File: config.mk
export PLATFORM = sky130hd
export DESIGN_NAME = fmvs_ctrl
export DESIGN_NICKNAME = d
export VERILOG_FILES = /design/src/hw/rtl/fmvs_pkg.sv /design/src/hw/rtl/fmvs_ctrl.sv
export SDC_FILE = /design/constraint.sdc
export NUM_CORES = 1
export LEC_CHECK = 0
export BUFFER_PORTS_ARGS = -buffer_cell sky130_fd_sc_hd__buf_2
export CAP_MARGIN = 20
export CELL_PAD_IN_SITES_DETAIL_PLACEMENT = 0
export CELL_PAD_IN_SITES_GLOBAL_PLACEMENT = 1
export CORE_UTILIZATION = 25
export CTS_CLUSTER_DIAMETER = 50
export DETAILED_ROUTE_END_ITERATION = 12
export HOLD_SLACK_MARGIN = 0.03
export MAX_ROUTING_LAYER = met4
export PLACE_DENSITY = 0.68
export SLEW_MARGIN = 20
export SYNTH_ARGS = -nofsm -noshare
export SYNTH_HDL_FRONTEND = slang
export SYNTH_SLANG_ARGS = --single-unit
File: constraint.sdc
create_clock -name clk -period 3.9 [get_ports clk]
set_input_delay 0.39 -clock clk [delete_from_list [all_inputs] [get_ports clk]]
set_output_delay 0.39 -clock clk [all_outputs]
set_load 0.05 [all_outputs]
File: src/hw/rtl/fmvs_pkg.sv
// Shared types, codes and constants of the Fourier mode velocity synthesizer.
package fmvs_pkg;

	localparam int WORDS_PER_MODE = 9;
	localparam longint TWO_PI_Q32 = 64'sd26986075409;
	localparam logic [30:0] ONE_Q30 = 31'h4000_0000;

	localparam logic [31:0] SIN_A1 = 32'd1686629713;
	localparam logic [31:0] SIN_A3 = 32'd693598668;
	localparam logic [31:0] SIN_A5 = 32'd85569306;
	localparam logic [31:0] SIN_A7 = 32'd5026995;
	localparam logic [31:0] SIN_A9 = 32'd172273;

	localparam int CFG_IDX_W = 1;
	localparam logic [CFG_IDX_W-1:0] REG_MODES = 1'b0;
	localparam logic [CFG_IDX_W-1:0] REG_FREQ = 1'b1;

	localparam logic [3:0] OP_UT = 4'd0;
	localparam logic [3:0] OP_KE = 4'd1;
	localparam logic [3:0] OP_WT = 4'd2;
	localparam logic [3:0] OP_FT = 4'd3;
	localparam logic [3:0] OP_PH = 4'd4;
	localparam logic [3:0] OP_DIV = 4'd5;
	localparam logic [3:0] OP_Z2 = 4'd6;
	localparam logic [3:0] OP_POLY = 4'd7;
	localparam logic [3:0] OP_PZ = 4'd8;
	localparam logic [3:0] OP_AC = 4'd9;
	localparam logic [3:0] OP_SD = 4'd10;

	localparam logic [4:0] STEP_LAST_UT = 5'd2;
	localparam logic [4:0] STEP_FIRST_MODE = 5'd3;
	localparam logic [4:0] STEP_LAST = 5'd19;

	typedef struct packed {
		logic [3:0] op;
		logic [1:0] axis;
		logic [3:0] word;
	} step_t;

	typedef struct packed {
		logic [3:0] op;
		logic [1:0] axis;
		logic [3:0] word;
		logic       eval_start;
		logic       load_we;
		logic       ram_re;
		logic       mul_en;
		logic       wb_en;
		logic       div_start;
		logic       base_clr;
		logic       base_adv;
		logic       out_load;
	} cmd_t;

	typedef struct packed {
		logic div_done;
	} sts_t;

	function automatic step_t step_info(input logic [4:0] stp);
		step_t s;
		s = '{op: OP_UT, axis: 2'd0, word: 4'd0};
		case (stp)
			5'd0: s = '{op: OP_UT, axis: 2'd0, word: 4'd0};
			5'd1: s = '{op: OP_UT, axis: 2'd1, word: 4'd0};
			5'd2: s = '{op: OP_UT, axis: 2'd2, word: 4'd0};
			5'd3: s = '{op: OP_KE, axis: 2'd0, word: 4'd0};
			5'd4: s = '{op: OP_KE, axis: 2'd1, word: 4'd1};
			5'd5: s = '{op: OP_KE, axis: 2'd2, word: 4'd2};
			5'd6: s = '{op: OP_WT, axis: 2'd0, word: 4'd8};
			5'd7: s = '{op: OP_FT, axis: 2'd0, word: 4'd0};
			5'd8: s = '{op: OP_PH, axis: 2'd0, word: 4'd7};
			5'd9: s = '{op: OP_DIV, axis: 2'd0, word: 4'd0};
			5'd10: s = '{op: OP_Z2, axis: 2'd0, word: 4'd0};
			5'd11: s = '{op: OP_POLY, axis: 2'd0, word: 4'd0};
			5'd12: s = '{op: OP_POLY, axis: 2'd1, word: 4'd0};
			5'd13: s = '{op: OP_POLY, axis: 2'd2, word: 4'd0};
			5'd14: s = '{op: OP_POLY, axis: 2'd3, word: 4'd0};
			5'd15: s = '{op: OP_PZ, axis: 2'd0, word: 4'd0};
			5'd16: s = '{op: OP_AC, axis: 2'd0, word: 4'd6};
			5'd17: s = '{op: OP_SD, axis: 2'd0, word: 4'd3};
			5'd18: s = '{op: OP_SD, axis: 2'd1, word: 4'd4};
			5'd19: s = '{op: OP_SD, axis: 2'd2, word: 4'd5};
			default: s = '{op: OP_UT, axis: 2'd0, word: 4'd0};
		endcase
		return s;
	endfunction

	function automatic logic [31:0] sin_coef(input logic [1:0] idx);
		logic [31:0] c;
		case (idx)
			2'd0: c = SIN_A7;
			2'd1: c = SIN_A5;
			2'd2: c = SIN_A3;
			default: c = SIN_A1;
		endcase
		return c;
	endfunction

endpackage

File: src/hw/rtl/fmvs_ctrl.sv
// Controller: input handshake, step sequencer over modes, output register handshake.
module fmvs_ctrl import fmvs_pkg::*; #(
	parameter int MAX_MODES = 64
) (
	input  logic                 clk,
	input  logic                 arst_n,
	input  logic                 in_valid,
	output logic                 in_ready,
	input  logic                 action,
	input  logic                 cfg_we,
	input  logic [CFG_IDX_W-1:0] cfg_index,
	input  logic [31:0]          cfg_data,
	output logic                 out_valid,
	input  logic                 out_ready,
	output cmd_t                 cmd,
	input  sts_t                 sts
);

	localparam int MW = $clog2(MAX_MODES + 1);
	localparam int CW = (MW > 7) ? MW : 7;

	localparam logic [2:0] S_IDLE = 3'd0;
	localparam logic [2:0] S_RD = 3'd1;
	localparam logic [2:0] S_MUL = 3'd2;
	localparam logic [2:0] S_WB = 3'd3;
	localparam logic [2:0] S_DIV = 3'd4;
	localparam logic [2:0] S_OUT = 3'd5;

	logic [2:0]    state_q;
	logic [2:0]    state_d;
	logic [4:0]    stp_q;
	logic [4:0]    stp_d;
	logic [CW-1:0] mcnt_q;
	logic [CW-1:0] mcnt_d;
	logic [6:0]    miu_q;
	logic          out_valid_q;
	logic [CW-1:0] miu_ext;
	logic [CW-1:0] n_use;
	logic          advance;
	step_t         st;

	assign miu_ext = CW'(miu_q);
	assign n_use = (miu_ext > CW'(MAX_MODES)) ? CW'(MAX_MODES) : miu_ext;
	assign st = step_info(stp_q);

	always_comb begin
		cmd = '0;
		cmd.op = st.op;
		cmd.axis = st.axis;
		cmd.word = st.word;
		state_d = state_q;
		stp_d = stp_q;
		mcnt_d = mcnt_q;
		advance = 1'b0;
		in_ready = 1'b0;
		case (state_q)
			S_IDLE: begin
				in_ready = 1'b1;
				if (in_valid) begin
					if (action) begin
						cmd.eval_start = 1'b1;
						cmd.base_clr = 1'b1;
						stp_d = '0;
						mcnt_d = '0;
						state_d = S_RD;
					end else begin
						cmd.load_we = 1'b1;
					end
				end
			end
			S_RD: begin
				cmd.ram_re = 1'b1;
				if (st.op == OP_DIV) begin
					cmd.div_start = 1'b1;
					state_d = S_DIV;
				end else begin
					state_d = S_MUL;
				end
			end
			S_MUL: begin
				cmd.mul_en = 1'b1;
				state_d = S_WB;
			end
			S_WB: begin
				cmd.wb_en = 1'b1;
				advance = 1'b1;
			end
			S_DIV: begin
				advance = sts.div_done;
			end
			S_OUT: begin
				if (!out_valid_q || out_ready) begin
					cmd.out_load = 1'b1;
					state_d = S_IDLE;
				end
			end
			default: state_d = S_IDLE;
		endcase
		if (advance) begin
			state_d = S_RD;
			if (stp_q == STEP_LAST_UT) begin
				stp_d = STEP_FIRST_MODE;
				if (n_use == '0) begin
					state_d = S_OUT;
				end
			end else if (stp_q == STEP_LAST) begin
				stp_d = STEP_FIRST_MODE;
				if (mcnt_q + 1'b1 == n_use) begin
					state_d = S_OUT;
				end else begin
					mcnt_d = mcnt_q + 1'b1;
					cmd.base_adv = 1'b1;
				end
			end else begin
				stp_d = stp_q + 1'b1;
			end
		end
	end

	always_ff @(posedge clk or negedge arst_n) begin
		if (!arst_n) begin
			state_q <= S_IDLE;
			stp_q <= '0;
			mcnt_q <= '0;
			miu_q <= 7'd64;
			out_valid_q <= 1'b0;
		end else begin
			state_q <= state_d;
			stp_q <= stp_d;
			mcnt_q <= mcnt_d;
			if (cfg_we && cfg_index == REG_MODES) begin
				miu_q <= cfg_data[6:0];
			end
			if (cmd.out_load) begin
				out_valid_q <= 1'b1;
			end else if (out_ready) begin
				out_valid_q <= 1'b0;
			end
		end
	end

	assign out_valid = out_valid_q;

endmodule

Yosys cells after proc, flatten, opt, wreduce, memory -nomap -nowiden
Memories as Yosys holds them, arrays and structs flattened.
Index checks and enable logic that the tools add are counted.
- equality and inequality tests: 13
- reductions and logical operators: 12
- muxes and demuxes: 45
- order comparisons: 1
- add/subtract/negate cells: 2
- bitwise operators: 1
- operator list (operator ; number):
    $mux W7 ; 8
    $mux W5 ; 6
    $mux W3 ; 9
    $mux W1 ; 18
    $pmux W3 S5 ; 1
    $ne A3 B3 Y1 const B ; 3
    $reduce_bool A2 Y1 ; 4
    $add A7 B1 Y7 const B ; 1
    $eq A7 B7 Y1 ; 1
    $gt A7 B7 Y1 const B ; 1
    $logic_not A7 Y1 ; 1
    $eq A3 B2 Y1 const B ; 2
    $eq A3 B3 Y1 const B ; 2
    $add A5 B1 Y5 const B ; 1
    $eq A5 B2 Y1 const B ; 1
    $eq A5 B5 Y1 const B ; 1
    $eq A4 B3 Y1 const B ; 1
    $mux W2 ; 2
    $reduce_and A4 Y1 ; 1
    $eq A3 B1 Y1 const B ; 1
    $logic_not A3 Y1 ; 1
    $reduce_and A3 Y1 ; 1
    $ne A2 B1 Y1 const B ; 1
    $pmux W1 S2 ; 1
    other kinds (5) ; 5
- logic and storage cells: 80
- input port bits: 40
- memories: 1
- register bits: 23
- ROM bits: 320
- memories (memory ; words ; bits a word ; read ports ; clocked after memory_dff ; write ports ; line ; RTL):
    (name not given) ; 32 ; 10 ; 1 ; 0 ; 0 ; fmvs_pkg.sv:62 ; case (stp)

Depth between registers and ports, before layout
Gate-level depths: netlist of run 1.
- depth in word-level cells: 7
- depth in mapped cells: 9

Worst setup path before layout of run 1
Ideal clock, no wire load.
- kind: register to output
- start point: register stp_q[1]
- end point: output port cmd[3] in the netlist's numbering
- slack: -0.556 ns
- arrival: 4.066 ns
- cell stages (with the launch flop): 6
- cell sequence: dfrtp_1 ha_1 and3_1 o41ai_1 nand3b_1 nor3_1
- RTL lines (element ; line ; RTL):
    from (decl) ; fmvs_ctrl.sv:31 ; logic [4:0] stp_q;
    from (signal assigned) ; fmvs_ctrl.sv:129 ; stp_q <= stp_d;
    to (decl) ; fmvs_ctrl.sv:15 ; output cmd_t cmd,

==> results of run 1 <==
sequential cells by signal, indices dropped and copies added (netlist names):
register / count
stp_q: 5
state_q: 3
out_valid: 1
miu_ext: 7
mcnt_q: 7
routing by layer:
metal  vias up  wire [um]  global-route usage  share of wire
li1        759          -                   -              -
met1       690       2070               0.174           0.52
met2        26       1730               0.184           0.43
met3         2        180              0.0317          0.045
met4         0         15              0.0141         0.0038
met5         -          0                   -              0
critical path, stage by stage, from the launching register on:
cell     delay, ns
dfrtp_1       0.46
ha_1          0.28
nand2_1       0.10
or3_4         0.34
a211o_1       0.30
a211o_1       0.29
o31ai_2       0.48
inv_2         0.07
buf_2         0.23
cell families after synthesis:
| group | after synthesis |
|---|---|
| flip-flops | 23 |
| adder cells (fa/ha/maj) | 9 |
| AO/OA/AOI/OAI | 52 |
| buffers and inverters | 21 |
| multiplexers | 11 |
| XOR/XNOR | 5 |
| AND/OR/NAND/NOR | 71 |
power breakdown:
| group | switching [uW] | internal (uW) | leakage [uW] |
|---|---|---|---|
| clock | 78.8 | 73.0 | 0.0000228 |
| sequential | 88.6 | 277 | 0.000295 |
| combinational | 437 | 190 | 0.000617 |
layout by cell type (no fill, tap or decap), types with 4 or more instances in the layout:
cell and instances:
a21oi_1 11, mux2_2 7, nor2b_1 7, nand2_1 14, o21ai_0 10, buf_2 35, ha_1 9, mux2i_1 4
nor3_1 8, a211o_1 4, inv_1 10, dfrtp_1 22, nand3_1 7, nor2_1 11, a21o_1 4, nor3b_1 6
how the worst min path moves through the flow:
stage	cells after the start	start	to	slack (ns)
after floorplan	0	arst_n	mcnt_q[0]	0.09
after global placement	1	arst_n	mcnt_q[0]	0.41
after detailed placement	1	arst_n	mcnt_q[0]	0.41
after CTS	1	arst_n	mcnt_q[0]	0.12
after global routing	1	arst_n	mcnt_q[0]	0.12
final	1	arst_n	mcnt_q[3]	0.09
cell usage after synthesis (all sizes together) (2+ instances only):
| library cell | instances |
|---|---|
| a211o | 4 |
| a211oi | 2 |
| a21o | 4 |
| a21oi | 11 |
| a22oi | 3 |
| a31oi | 3 |
| and2 | 2 |
| buf | 5 |
| clkbuf | 5 |
| dfrtp | 22 |
| ha | 9 |
| inv | 11 |
| mux2 | 7 |
| mux2i | 4 |
| nand2 | 14 |
| nand2b | 3 |
| nand3 | 8 |
| nand3b | 2 |
| nor2 | 11 |
| nor2b | 7 |
| nor3 | 8 |
| nor3b | 6 |
| nor4 | 2 |
| o21a | 2 |
| o21ai | 12 |
| o31ai | 2 |
| o32ai | 3 |
| or3 | 3 |
| xnor2 | 3 |
| xor2 | 2 |
final cells by class:
type	instances	area, um2	area share
clock buffer	4	45.0	0.0230
inverter	11	41.3	0.0211
multi-input combinational	148	1010	0.519
sequential	23	577	0.295
tap	77	96.3	0.0492
timing repair buffer	36	183	0.0934
per-stage QoR:
step                hold WS [ns]  power (uW)  cell area, um2
global placement           0.406         995            1910
detailed placement         0.412        1000            1910
floorplan                 0.0944         855            1680
CTS                        0.116        1150            1960
global route               0.122        1240            1960
finish                    0.0933        1140            1960
==> load_flow_metrics.sql, run 1 <==
INSERT INTO impl_metrics (metric_group, metric, value, unit) VALUES
('detailed_routing', 'drcViolationCount', '4', ''),
('detailed_routing', 'wl_per_cell', '13.4', 'um'),
('worst_setup_path', 'crit_path_start', 'mcnt_q[0]', ''),
('global_routing', 'antenna_found_initial', '0', ''),
('timing', 'max_slew_margin', '0.555', ''),
('synthesis', 'synth-simple-area-share', '0.230', ''),
('job', 'drv_cap', '0', ''),
('synthesis', 'synth_xor_area_frac', '0.0262', ''),
('outcome', 'status', 'complete, but fails checks', ''),
('finish', 'final.fill_count', '687', ''),
('worst_setup_path', 'data_arrival_time_of_the_critical_path', '2.81', 'ns'),
('worst_setup_path', 'worst_setup_path_endpoint', 'cmd[1]', ''),
('synthesis', 'synth_mux_area_frac', '0.0711', ''),
('worst_setup_path', 'critical_path.reg2reg.endpoint', 'mcnt_q[3]', ''),
('synthesis', 'ys.warnings.count', '0', ''),
('clock_tree', 'tritoncts_clock_tree', 'yes', ''),
('clock_tree', 'cts_setup_buffers', '0', ''),
('synthesis', 'async_flop_share', '1.00', ''),
('floorplan', 'io_pins', '61', ''),
('power_and_ir_drop', 'power.ir.vdd_worst', '0.000228', 'V'),
('timing', 'final.setup.tns', '0', 'ns'),
('detailed_routing', 'detailedRoute.firstPassIterationCount', '8', ''),
('timing', 'fin_skew', '0.00442', 'ns'),
('timing', 'slew_violations', '0', ''),
('timing', 'period_share', '0.820', ''),
('synthesis', 'synth-adder-area-share', '0.0673', ''),
('worst_setup_path', 'timing.reg2reg.setup_slack', '0.99', 'ns'),
('outcome', 'violated_checks', 'design-rule violations', ''),
('clock_tree', 'clock_pin_slew_of_the_registers_on_the_worst_case_setup_and_hold_paths', '0.09', 'ns'),
('synthesis', 'synth.area.top_cells', 'dfrtp_1 (33%), ha_1 (6.7%), mux2_2 (4.7%), a21oi_1 (3.3%), nand2_1 (3.1%)', ''),
('global_routing', 'first_pass_grt_wire_length', '6890', 'um'),
('synthesis', 'seq_area_frac_synth', '0.345', ''),
('clock_tree', 'clock_root_buffer', 'clkbuf_8', ''),
('power_and_ir_drop', 'power.density', '585', 'nW/um2'),
('clock_tree', 'cts_buffers', '3', ''),
('finish', 'layout.nets', '272', ''),
('detailed_routing', 'routed_wl', '3990', 'um'),
('detailed_routing', 'first_iter_violations', '71', ''),
('place', 'place.gp.congestion', '0.775', ''),
('worst_setup_path', 'worst_setup_path_class', 'reg -> out', ''),
('worst_setup_path', 'timing.critical_path.from_type', 'flip-flop', ''),
('timing', 'final-setup-viol-count', '0', ''),
('floorplan', 'core_area', '6420', 'um2'),
('synthesis', 'synth_top_family_by_area', 'simple AND/OR/NAND/NOR gates', ''),
('synthesis', 'synthesis.area', '1670', 'um2'),
('clock_tree', 'cts.sink_count', '23', ''),
('synthesis', 'synth_area_per_cell', '8.71', 'um2'),
('synthesis', 'synth.top_cell.area_share', '0.329', ''),
('timing', 'finalHoldViolCount', '0', ''),
('clock_tree', 'post_cts_resized', '0', ''),
('floorplan', 'die_w', '83.8', 'um'),
('detailed_routing', 'vias', '1477', ''),
('finish', 'final_layout_size_suffix_gt1_frac', '0.239', ''),
('floorplan', 'std_cell_rows', '29', ''),
('global_routing', 'grt_overflow', '0', ''),
('synthesis', 'synth_enable_flop_cells', '0', ''),
('floorplan', 'die_height', '83.8', 'um'),
('synthesis', 'synth_top_area_cell', 'dfrtp_1', ''),
('floorplan', 'floorplan.initialDensity', '0.260', ''),
('global_routing', 'number_of_global_route_vias_before_repair', '1355', ''),
('place', 'detailedPlacementHpwl', '2970', 'um'),
('synthesis', 'most_instantiated_flip_flop_cell_in_the_synthesis_netlist', 'dfrtp_1', ''),
('detailed_routing', 'final_antenna_net_count', '0', ''),
('detailed_routing', 'vias_per_cell', '4.94', ''),
('finish', 'finish.utilization', '0.305', ''),
('global_routing', 'gr-usage-all-layers', '0.124', ''),
('synthesis', 'post_synth_num_cell_types', '49', ''),
('synthesis', 'share_of_the_synthesized_area_in_compound_gates_ao_oa_aoi_oai', '0.207', ''),
('global_routing', 'grt_max_degree', '24', ''),
('timing', 'fin_crit_period', '3.20', 'ns'),
('finish', 'area_added_between_synthesis_and_finish', '17.0', '%');
Note: power is estimated with default switching activity, not from simulation.
==> run 2, diff against run 1 <==
Clock period 3.9 ns to 3.05 ns, I/O delays scaled along.
==> run 2 against run 1 <==
  * The flow still finishes with violations (design-rule violations)
  * Via count up 0.88%
  * Register-to-register slack worse by 0.53 ns
  * Non-clock buffer count up 2
  * Critical endpoint unchanged
  * Clock-buffer cell count down 1
  * Sequential power up 30%
  * Routed wire length down 4.0%
  * Sequential share of layout area down 0.86 points
  * Clock skew up 0.0016 ns
  * Combinational power up 32%
  * Largest power group unchanged
==> load_flow_metrics.sql, run 2 (same netlist as run 1, synthesis figures left out) <==
INSERT INTO impl_metrics (metric_group, metric, value, unit) VALUES
('outcome', 'status', 'complete, but fails checks', ''),
('outcome', 'violated_checks', 'design-rule violations', ''),
('hold_path', 'hold_path_class', 'in -> reg', ''),
('floorplan', 'die_area', '7020', 'um2'),
('detailed_routing', 'first_iter_violations', '140', ''),
('timing', 'fin_ws', '0.159', 'ns'),
('floorplan', 'die_w', '83.8', 'um'),
('place', 'placed_area', '1960', 'um2'),
('floorplan', 'core_area', '6420', 'um2'),
('worst_setup_path', 'rr_startpoint', 'mcnt_q[0]', ''),
('worst_setup_path', 'cp_common_cell', 'a211o_1', ''),
('worst_setup_path', 'required_time_reported_for_the_critical_path_endpoint', '2.74', 'ns'),
('worst_setup_path', 'critPathMaxStageDelay', '0.43', 'ns'),
('global_routing', 'first_pass_grt_wire_length', '6800', 'um'),
('timing', 'worst_pin_slew', '0.664', 'ns'),
('clock_tree', 'cts-root-to-sink-buffers', '2', ''),
('worst_setup_path', 'timing.critical_path.from_type', 'flip-flop', ''),
('hold_path', 'worstHoldStart', 'cfg_data[6]', ''),
('worst_setup_path', 'timing.reg2reg.setup_slack', '0.46', 'ns'),
('detailed_routing', 'drcViolationCount', '2', ''),
('detailed_routing', 'final_antenna_net_count', '0', ''),
('power_and_ir_drop', 'totalPowerFinal', '1500', 'uW'),
('timing', 'fin_crit_period', '2.89', 'ns'),
('worst_setup_path', 'timing.reg2reg.worst_path_depth', '9', ''),
('worst_setup_path', 'cpLargestDelayFamily', 'compound AO/OA/AOI/OAI gates', ''),
('finish', 'layout.nets', '274', ''),
('detailed_routing', 'wl_per_cell', '12.7', 'um'),
('detailed_routing', 'detailedRoute.firstPassIterationCount', '9', ''),
('timing', 'period_share', '0.948', ''),
('detailed_routing', 'vias', '1490', ''),
('detailed_routing', 'routed_wl', '3830', 'um'),
('global_routing', 'met2_usage', '0.196', ''),
('power_and_ir_drop', 'power.ir.vdd_worst', '0.000251', 'V'),
('global_routing', 'busiest_layer', 'met2', ''),
('power_and_ir_drop', 'power.density', '741', 'nW/um2'),
('worst_setup_path', 'data_arrival_time_of_the_critical_path', '2.59', 'ns'),
('timing', 'rsz0062_at_grt', 'false', ''),
('worst_setup_path', 'critPathMaxFanout', '11', ''),
('floorplan', 'io_pins', '61', ''),
('worst_setup_path', 'worst_setup_path_class', 'reg -> out', ''),
('floorplan', 'die_height', '83.8', 'um'),
('power_and_ir_drop', 'leakagePower', '0.000945', 'uW'),
('timing', 'final-setup-viol-count', '0', ''),
('floorplan', 'floorplan.initialDensity', '0.260', ''),
('detailed_routing', 'vias_per_cell', '4.95', ''),
('global_routing', 'met1_track_utilization_from_global_routing', '0.158', ''),
('worst_setup_path', 'crit_buf_inv', '3', ''),
('finish', 'final.fill_count', '701', ''),
('worst_setup_path', 'crit_path_top_delay_cell', 'dfrtp_2', ''),
('finish', 'layout_common_cells', 'buf_2 (35), dfrtp_1 (20), nand2_1 (14)', ''),
('clock_tree', 'cts_buffers', '3', ''),
('global_routing', 'antenna_found_initial', '0', ''),
('global_routing', 'number_of_global_route_vias_before_repair', '1443', ''),
('clock_tree', 'tritoncts_clock_tree', 'yes', ''),
('global_routing', 'grt_max_degree', '24', ''),
('place', 'place.gp.congestion', '0.739', ''),
('worst_setup_path', 'crit_path_cell_trace', 'ha_2 > nand2_1 > or3_4 > a211o_1 > a211o_1 > o31ai_2 > buf_4 > inv_2 > buf_2', ''),
('timing', 'finalHoldViolCount', '0', ''),
('timing', 'fin_skew', '0.00603', 'ns'),
('finish', 'final_layout_size_suffix_gt1_frac', '0.277', ''),
('timing', 'max_slew_margin', '0.558', ''),
('finish', 'instances_no_fill', '301', ''),
('place', 'numPortBuffers', '35', ''),
('timing', 'final.setup.tns', '0', 'ns'),
('hold_path', 'holdPathEnd', 'miu_ext[6]', ''),
('worst_setup_path', 'critical_path.reg2reg.endpoint', 'mcnt_q[0]', ''),
('worst_setup_path', 'setup.worst_path.end_class', 'output pin', ''),
('clock_tree', 'clock_root_buffer', 'clkbuf_8', ''),
('place', 'placement.setup.worst_slack', '0.356', 'ns'),
('clock_tree', 'cts.sink_count', '23', ''),
('timing', 'slew_violations', '0', ''),
('clock_tree', 'worstSkewPairLatency', '0.27', 'ns'),
('global_routing', 'gr-usage-all-layers', '0.120', ''),
('place', 'detailedPlacementHpwl', '2890', 'um'),
('clock_tree', 'count_of_h_tree_levels_built_during_cts', '1', ''),
('job', 'drv_cap', '0', ''),
('global_routing', 'grt_overflow', '0', ''),
('global_routing', 'global_route.usage.met3', '0.0277', ''),
('place', 'post-place-cells', '296', ''),
('finish', 'finalInstanceArea', '2020', 'um2'),
('finish', 'antenna_cells', '0', ''),
('floorplan', 'std_cell_rows', '29', ''),
('hold_path', 'min_delay_path_depth', '3', ''),
('clock_tree', 'clock_pin_slew_of_the_registers_on_the_worst_case_setup_and_hold_paths', '0.09', 'ns'),
('finish', 'area_added_between_synthesis_and_finish', '21.0', '%'),
('timing', 'fmaxAchievable', '0.346', 'GHz'),
('finish', 'layout.cells.most_common', 'buf_2', ''),
('clock_tree', 'cts_setup_buffers', '0', '');
run 2: worst max path at each step:
stage | startpoint | to | slack (ns) | cells after the start
finish | mcnt_q[0] | cmd[1] | 0.16 | 9
global placement | mcnt_q[0] | cmd[1] | 0.37 | 9
detailed placement | mcnt_q[0] | mcnt_q[0] | 0.36 | 9
global route | mcnt_q[0] | cmd[1] | 0.03 | 9
CTS | mcnt_q[0] | cmd[1] | 0.03 | 9
floorplan | state_q[0] | mcnt_q[2] | 0.15 | 8
run 2: per-stage QoR:
| step | hold WS [ns] | utilization |
|---|---|---|
| 6_report | 0.252 | 0.315 |
| 3_3_place_gp | 0.312 | 0.305 |
| 3_5_place_dp | 0.315 | 0.305 |
| 5_1_grt | 0.247 | 0.315 |
| 4_1_cts | 0.238 | 0.315 |
| 2_1_floorplan | 0.00941 | - |
run 2: tightest hold or removal path, cell delays in order:
cell and delay, ns:
buf_2 0.08, nand2_1 0.04, o21ai_0 0.06
run 2: final cells by class:
type                    count  area, um2  area share
clock buffers               3       41.3      0.0204
clock inverters             1       7.51     0.00371
inverters                  11       41.3      0.0204
multi-input cells         148       1060       0.523
flip-flops and latches     23        579       0.286
well taps                  77       96.3      0.0476
repair buffers             38        200      0.0989
run 2: power by group:
group / switching (uW) / internal [uW]
combinational: 569 / 260
sequential: 118 / 356
clock: 104 / 92.5
run 2: per-layer routing:
metal,up-vias,wire [um]
met5,-,0
met1,708,1860
met2,25,1810
met3,0,161
li1,757,-
met4,0,0
run 2: repair_timing:
item                                    4_1_cts  5_1_grt
hold buffers                                  1        0
endpoints found under the setup margin        0        1
endpoints found under the hold margin        22        0
gates resized for setup                       0        2
==> run 3, diff against run 2 <==
--- a/constraint.sdc
+++ b/constraint.sdc
@@ -3,2 +3,2 @@
 set_output_delay 0.305 -clock clk [all_outputs]
-set_load 0.05 [all_outputs]
+set_load 0.01 [all_outputs]
==> run 3 against run 2 <==
  * The run still ends with design-rule violations left
  * Critical path depth unchanged
  * Worst setup slack worse by 0.024 ns
  * Sequential cell count unchanged
  * First-iteration DRC count down 24%
  * Via count down 0.81%
  * Clock power about the same
  * Critical path type unchanged
  * Largest cell class unchanged
  * Largest power group unchanged
  * Highest routed layer is now met4
==> load_flow_metrics.sql, run 3 (same netlist as run 1, synthesis figures left out) <==
INSERT INTO impl_metrics (metric_group, metric, value, unit) VALUES
('detailed_routing', 'detailedRoute.firstPassIterationCount', '8', ''),
('floorplan', 'std_cell_rows', '29', ''),
('worst_setup_path', 'data_arrival_time_of_the_critical_path', '2.61', 'ns'),
('finish', 'final.fill_count', '700', ''),
('timing', 'fin_skew', '0.00390', 'ns'),
('detailed_routing', 'drcViolationCount', '5', ''),
('clock_tree', 'tritoncts_clock_tree', 'yes', ''),
('detailed_routing', 'route.layer.met1.wl', '1920', 'um'),
('timing', 'final-setup-viol-count', '0', ''),
('detailed_routing', 'routed_wl', '3880', 'um'),
('outcome', 'violated_checks', 'design-rule violations', ''),
('finish', 'multi_input_area', '1010', 'um2'),
('hold_path', 'hold_path_class', 'in -> reg', ''),
('finish', 'final_layout_size_suffix_gt1_frac', '0.241', ''),
('clock_tree', 'clock_root_buffer', 'clkbuf_8', ''),
('global_routing', 'number_of_global_route_vias_before_repair', '1397', ''),
('global_routing', 'grt_overflow', '0', ''),
('global_routing', 'gr-usage-all-layers', '0.120', ''),
('clock_tree', 'worstSkewPairLatency', '0.27', 'ns'),
('detailed_routing', 'dr_wl_met3', '169', 'um'),
('place', 'placement.setup.worst_slack', '0.402', 'ns'),
('global_routing', 'first_pass_grt_wire_length', '6800', 'um'),
('outcome', 'status', 'complete, but fails checks', ''),
('floorplan', 'core_area', '6420', 'um2'),
('timing', 'slew_violations', '0', ''),
('floorplan', 'die_height', '83.8', 'um'),
('detailed_routing', 'final_antenna_net_count', '0', ''),
('power_and_ir_drop', 'leakagePower', '0.000941', 'uW'),
('timing', 'fin_ws', '0.134', 'ns'),
('clock_tree', 'clock_pin_slew_of_the_registers_on_the_worst_case_setup_and_hold_paths', '0.08', 'ns'),
('global_routing', 'antenna_found_initial', '0', ''),
('worst_setup_path', 'required_time_reported_for_the_critical_path_endpoint', '2.74', 'ns'),
('detailed_routing', 'vias', '1478', ''),
('timing', 'fin_crit_period', '2.92', 'ns'),
('place', 'numPortBuffers', '35', ''),
('finish', 'layout.cells.most_common', 'buf_2', ''),
('timing', 'worst_hold_slack', '0.251', 'ns'),
('global_routing', 'grt_max_degree', '24', ''),
('timing', 'period_share', '0.956', ''),
('place', 'detailedPlacementHpwl', '2940', 'um'),
('finish', 'layout.area.seq', '577', 'um2'),
('timing', 'max_slew_margin', '0.576', ''),
('power_and_ir_drop', 'power.ir.vdd_worst', '0.000225', 'V'),
('detailed_routing', 'met2_wire_length', '1770', 'um'),
('clock_tree', 'post_cts_resized', '0', ''),
('clock_tree', 'cts_buffers', '3', ''),
('place', 'place.gp.congestion', '0.781', ''),
('finish', 'antenna_cells', '0', ''),
('worst_setup_path', 'worst_setup_path_class', 'reg -> out', ''),
('detailed_routing', 'vias_per_cell', '4.91', ''),
('timing', 'worst_pin_slew', '0.636', 'ns'),
('job', 'drv_cap', '0', ''),
('finish', 'layout_common_cells', 'buf_2 (35), dfrtp_1 (22), nand2_1 (14)', ''),
('clock_tree', 'cts.sink_count', '23', ''),
('timing', 'final.setup.tns', '0', 'ns'),
('detailed_routing', 'first_iter_violations', '107', ''),
('clock_tree', 'count_of_h_tree_levels_built_during_cts', '1', ''),
('floorplan', 'floorplan.initialDensity', '0.260', ''),
('clock_tree', 'cts-root-to-sink-buffers', '2', ''),
('worst_setup_path', 'setup.worst_path.end_class', 'output pin', ''),
('timing', 'rsz0062_at_grt', 'false', ''),
('detailed_routing', 'wl_per_cell', '12.9', 'um'),
('timing', 'fmaxAchievable', '0.343', 'GHz'),
('finish', 'layout.nets', '274', ''),
('finish', 'area_added_between_synthesis_and_finish', '17.7', '%'),
('floorplan', 'die_area', '7020', 'um2'),
('floorplan', 'io_pins', '61', ''),
('worst_setup_path', 'critPathMaxFanout', '11', ''),
('power_and_ir_drop', 'power.density', '621', 'nW/um2'),
('worst_setup_path', 'timing.critical_path.from_type', 'flip-flop', ''),
('timing', 'finalHoldViolCount', '0', ''),
('floorplan', 'die_w', '83.8', 'um'),
('detailed_routing', 'top_metal_layer_carrying_routed_signals', 'met4', '');
[run 3: final timing paths]
kind	slack, ns	cells past startpoint	endpoint	start
setup / recovery	0.13	9	cmd[1]	mcnt_q[0]
hold reg to reg	0.51	1	mcnt_q[6]	mcnt_q[6]
max in group asynchronous	2.14	2	miu_ext[6]	arst_n
setup reg to reg	0.37	9	mcnt_q[0]	mcnt_q[0]
hold / removal	0.25	3	miu_ext[6]	cfg_data[6]
min in group asynchronous	0.54	2	mcnt_q[3]	arst_n
[run 3: worst max-delay path, stage by stage, from the launching register on]
cell and delay [ns]:
dfrtp_1 0.46, ha_1 0.29, nand2_1 0.09, or3_4 0.34, a211o_1 0.30, a211o_1 0.29, o31ai_2 0.18, buf_4 0.21
inv_2 0.05, buf_2 0.13
[run 3: timing repair]
action / CTS / global route
endpoints found under the setup margin: 0 / 0
endpoints found under the hold margin: 22 / 0
setup buffers: 0 / 0
hold buffers: 1 / 0
[run 3: report_power, final]
part           internal [uW]  switching, uW  total [uW]
clock                   91.4            103         194
sequential               355            105         460
combinational            244            324         568
total                    690            531        1220
[run 3: layout make-up]
cell class | instances | share of cell area
inverters | 11 | 0.0210
multi-input cells | 148 | 0.512
clock buffers | 3 | 0.0210
flip-flops and latches | 23 | 0.293
well taps | 77 | 0.0490
clock inverters | 1 | 0.00254
repair buffers | 38 | 0.102
[run 3: layer usage]
layer,global-route usage,vias up
li1,-,767
met1,0.160,669
met2,0.190,37
met3,0.0257,5
met4,0.0235,0
met5,-,-
[run 3: through the flow]
step / total power [uW] / cells / cell area, um2 / utilization
after floorplan: 845 / 192 / 1670 / -
after global placement: 1030 / 296 / 1910 / 0.298
after detailed placement: 1040 / 296 / 1910 / 0.298
after CTS: 1240 / 301 / 1970 / 0.306
after global routing: 1340 / 301 / 1970 / 0.306
final: 1220 / 301 / 1970 / 0.306
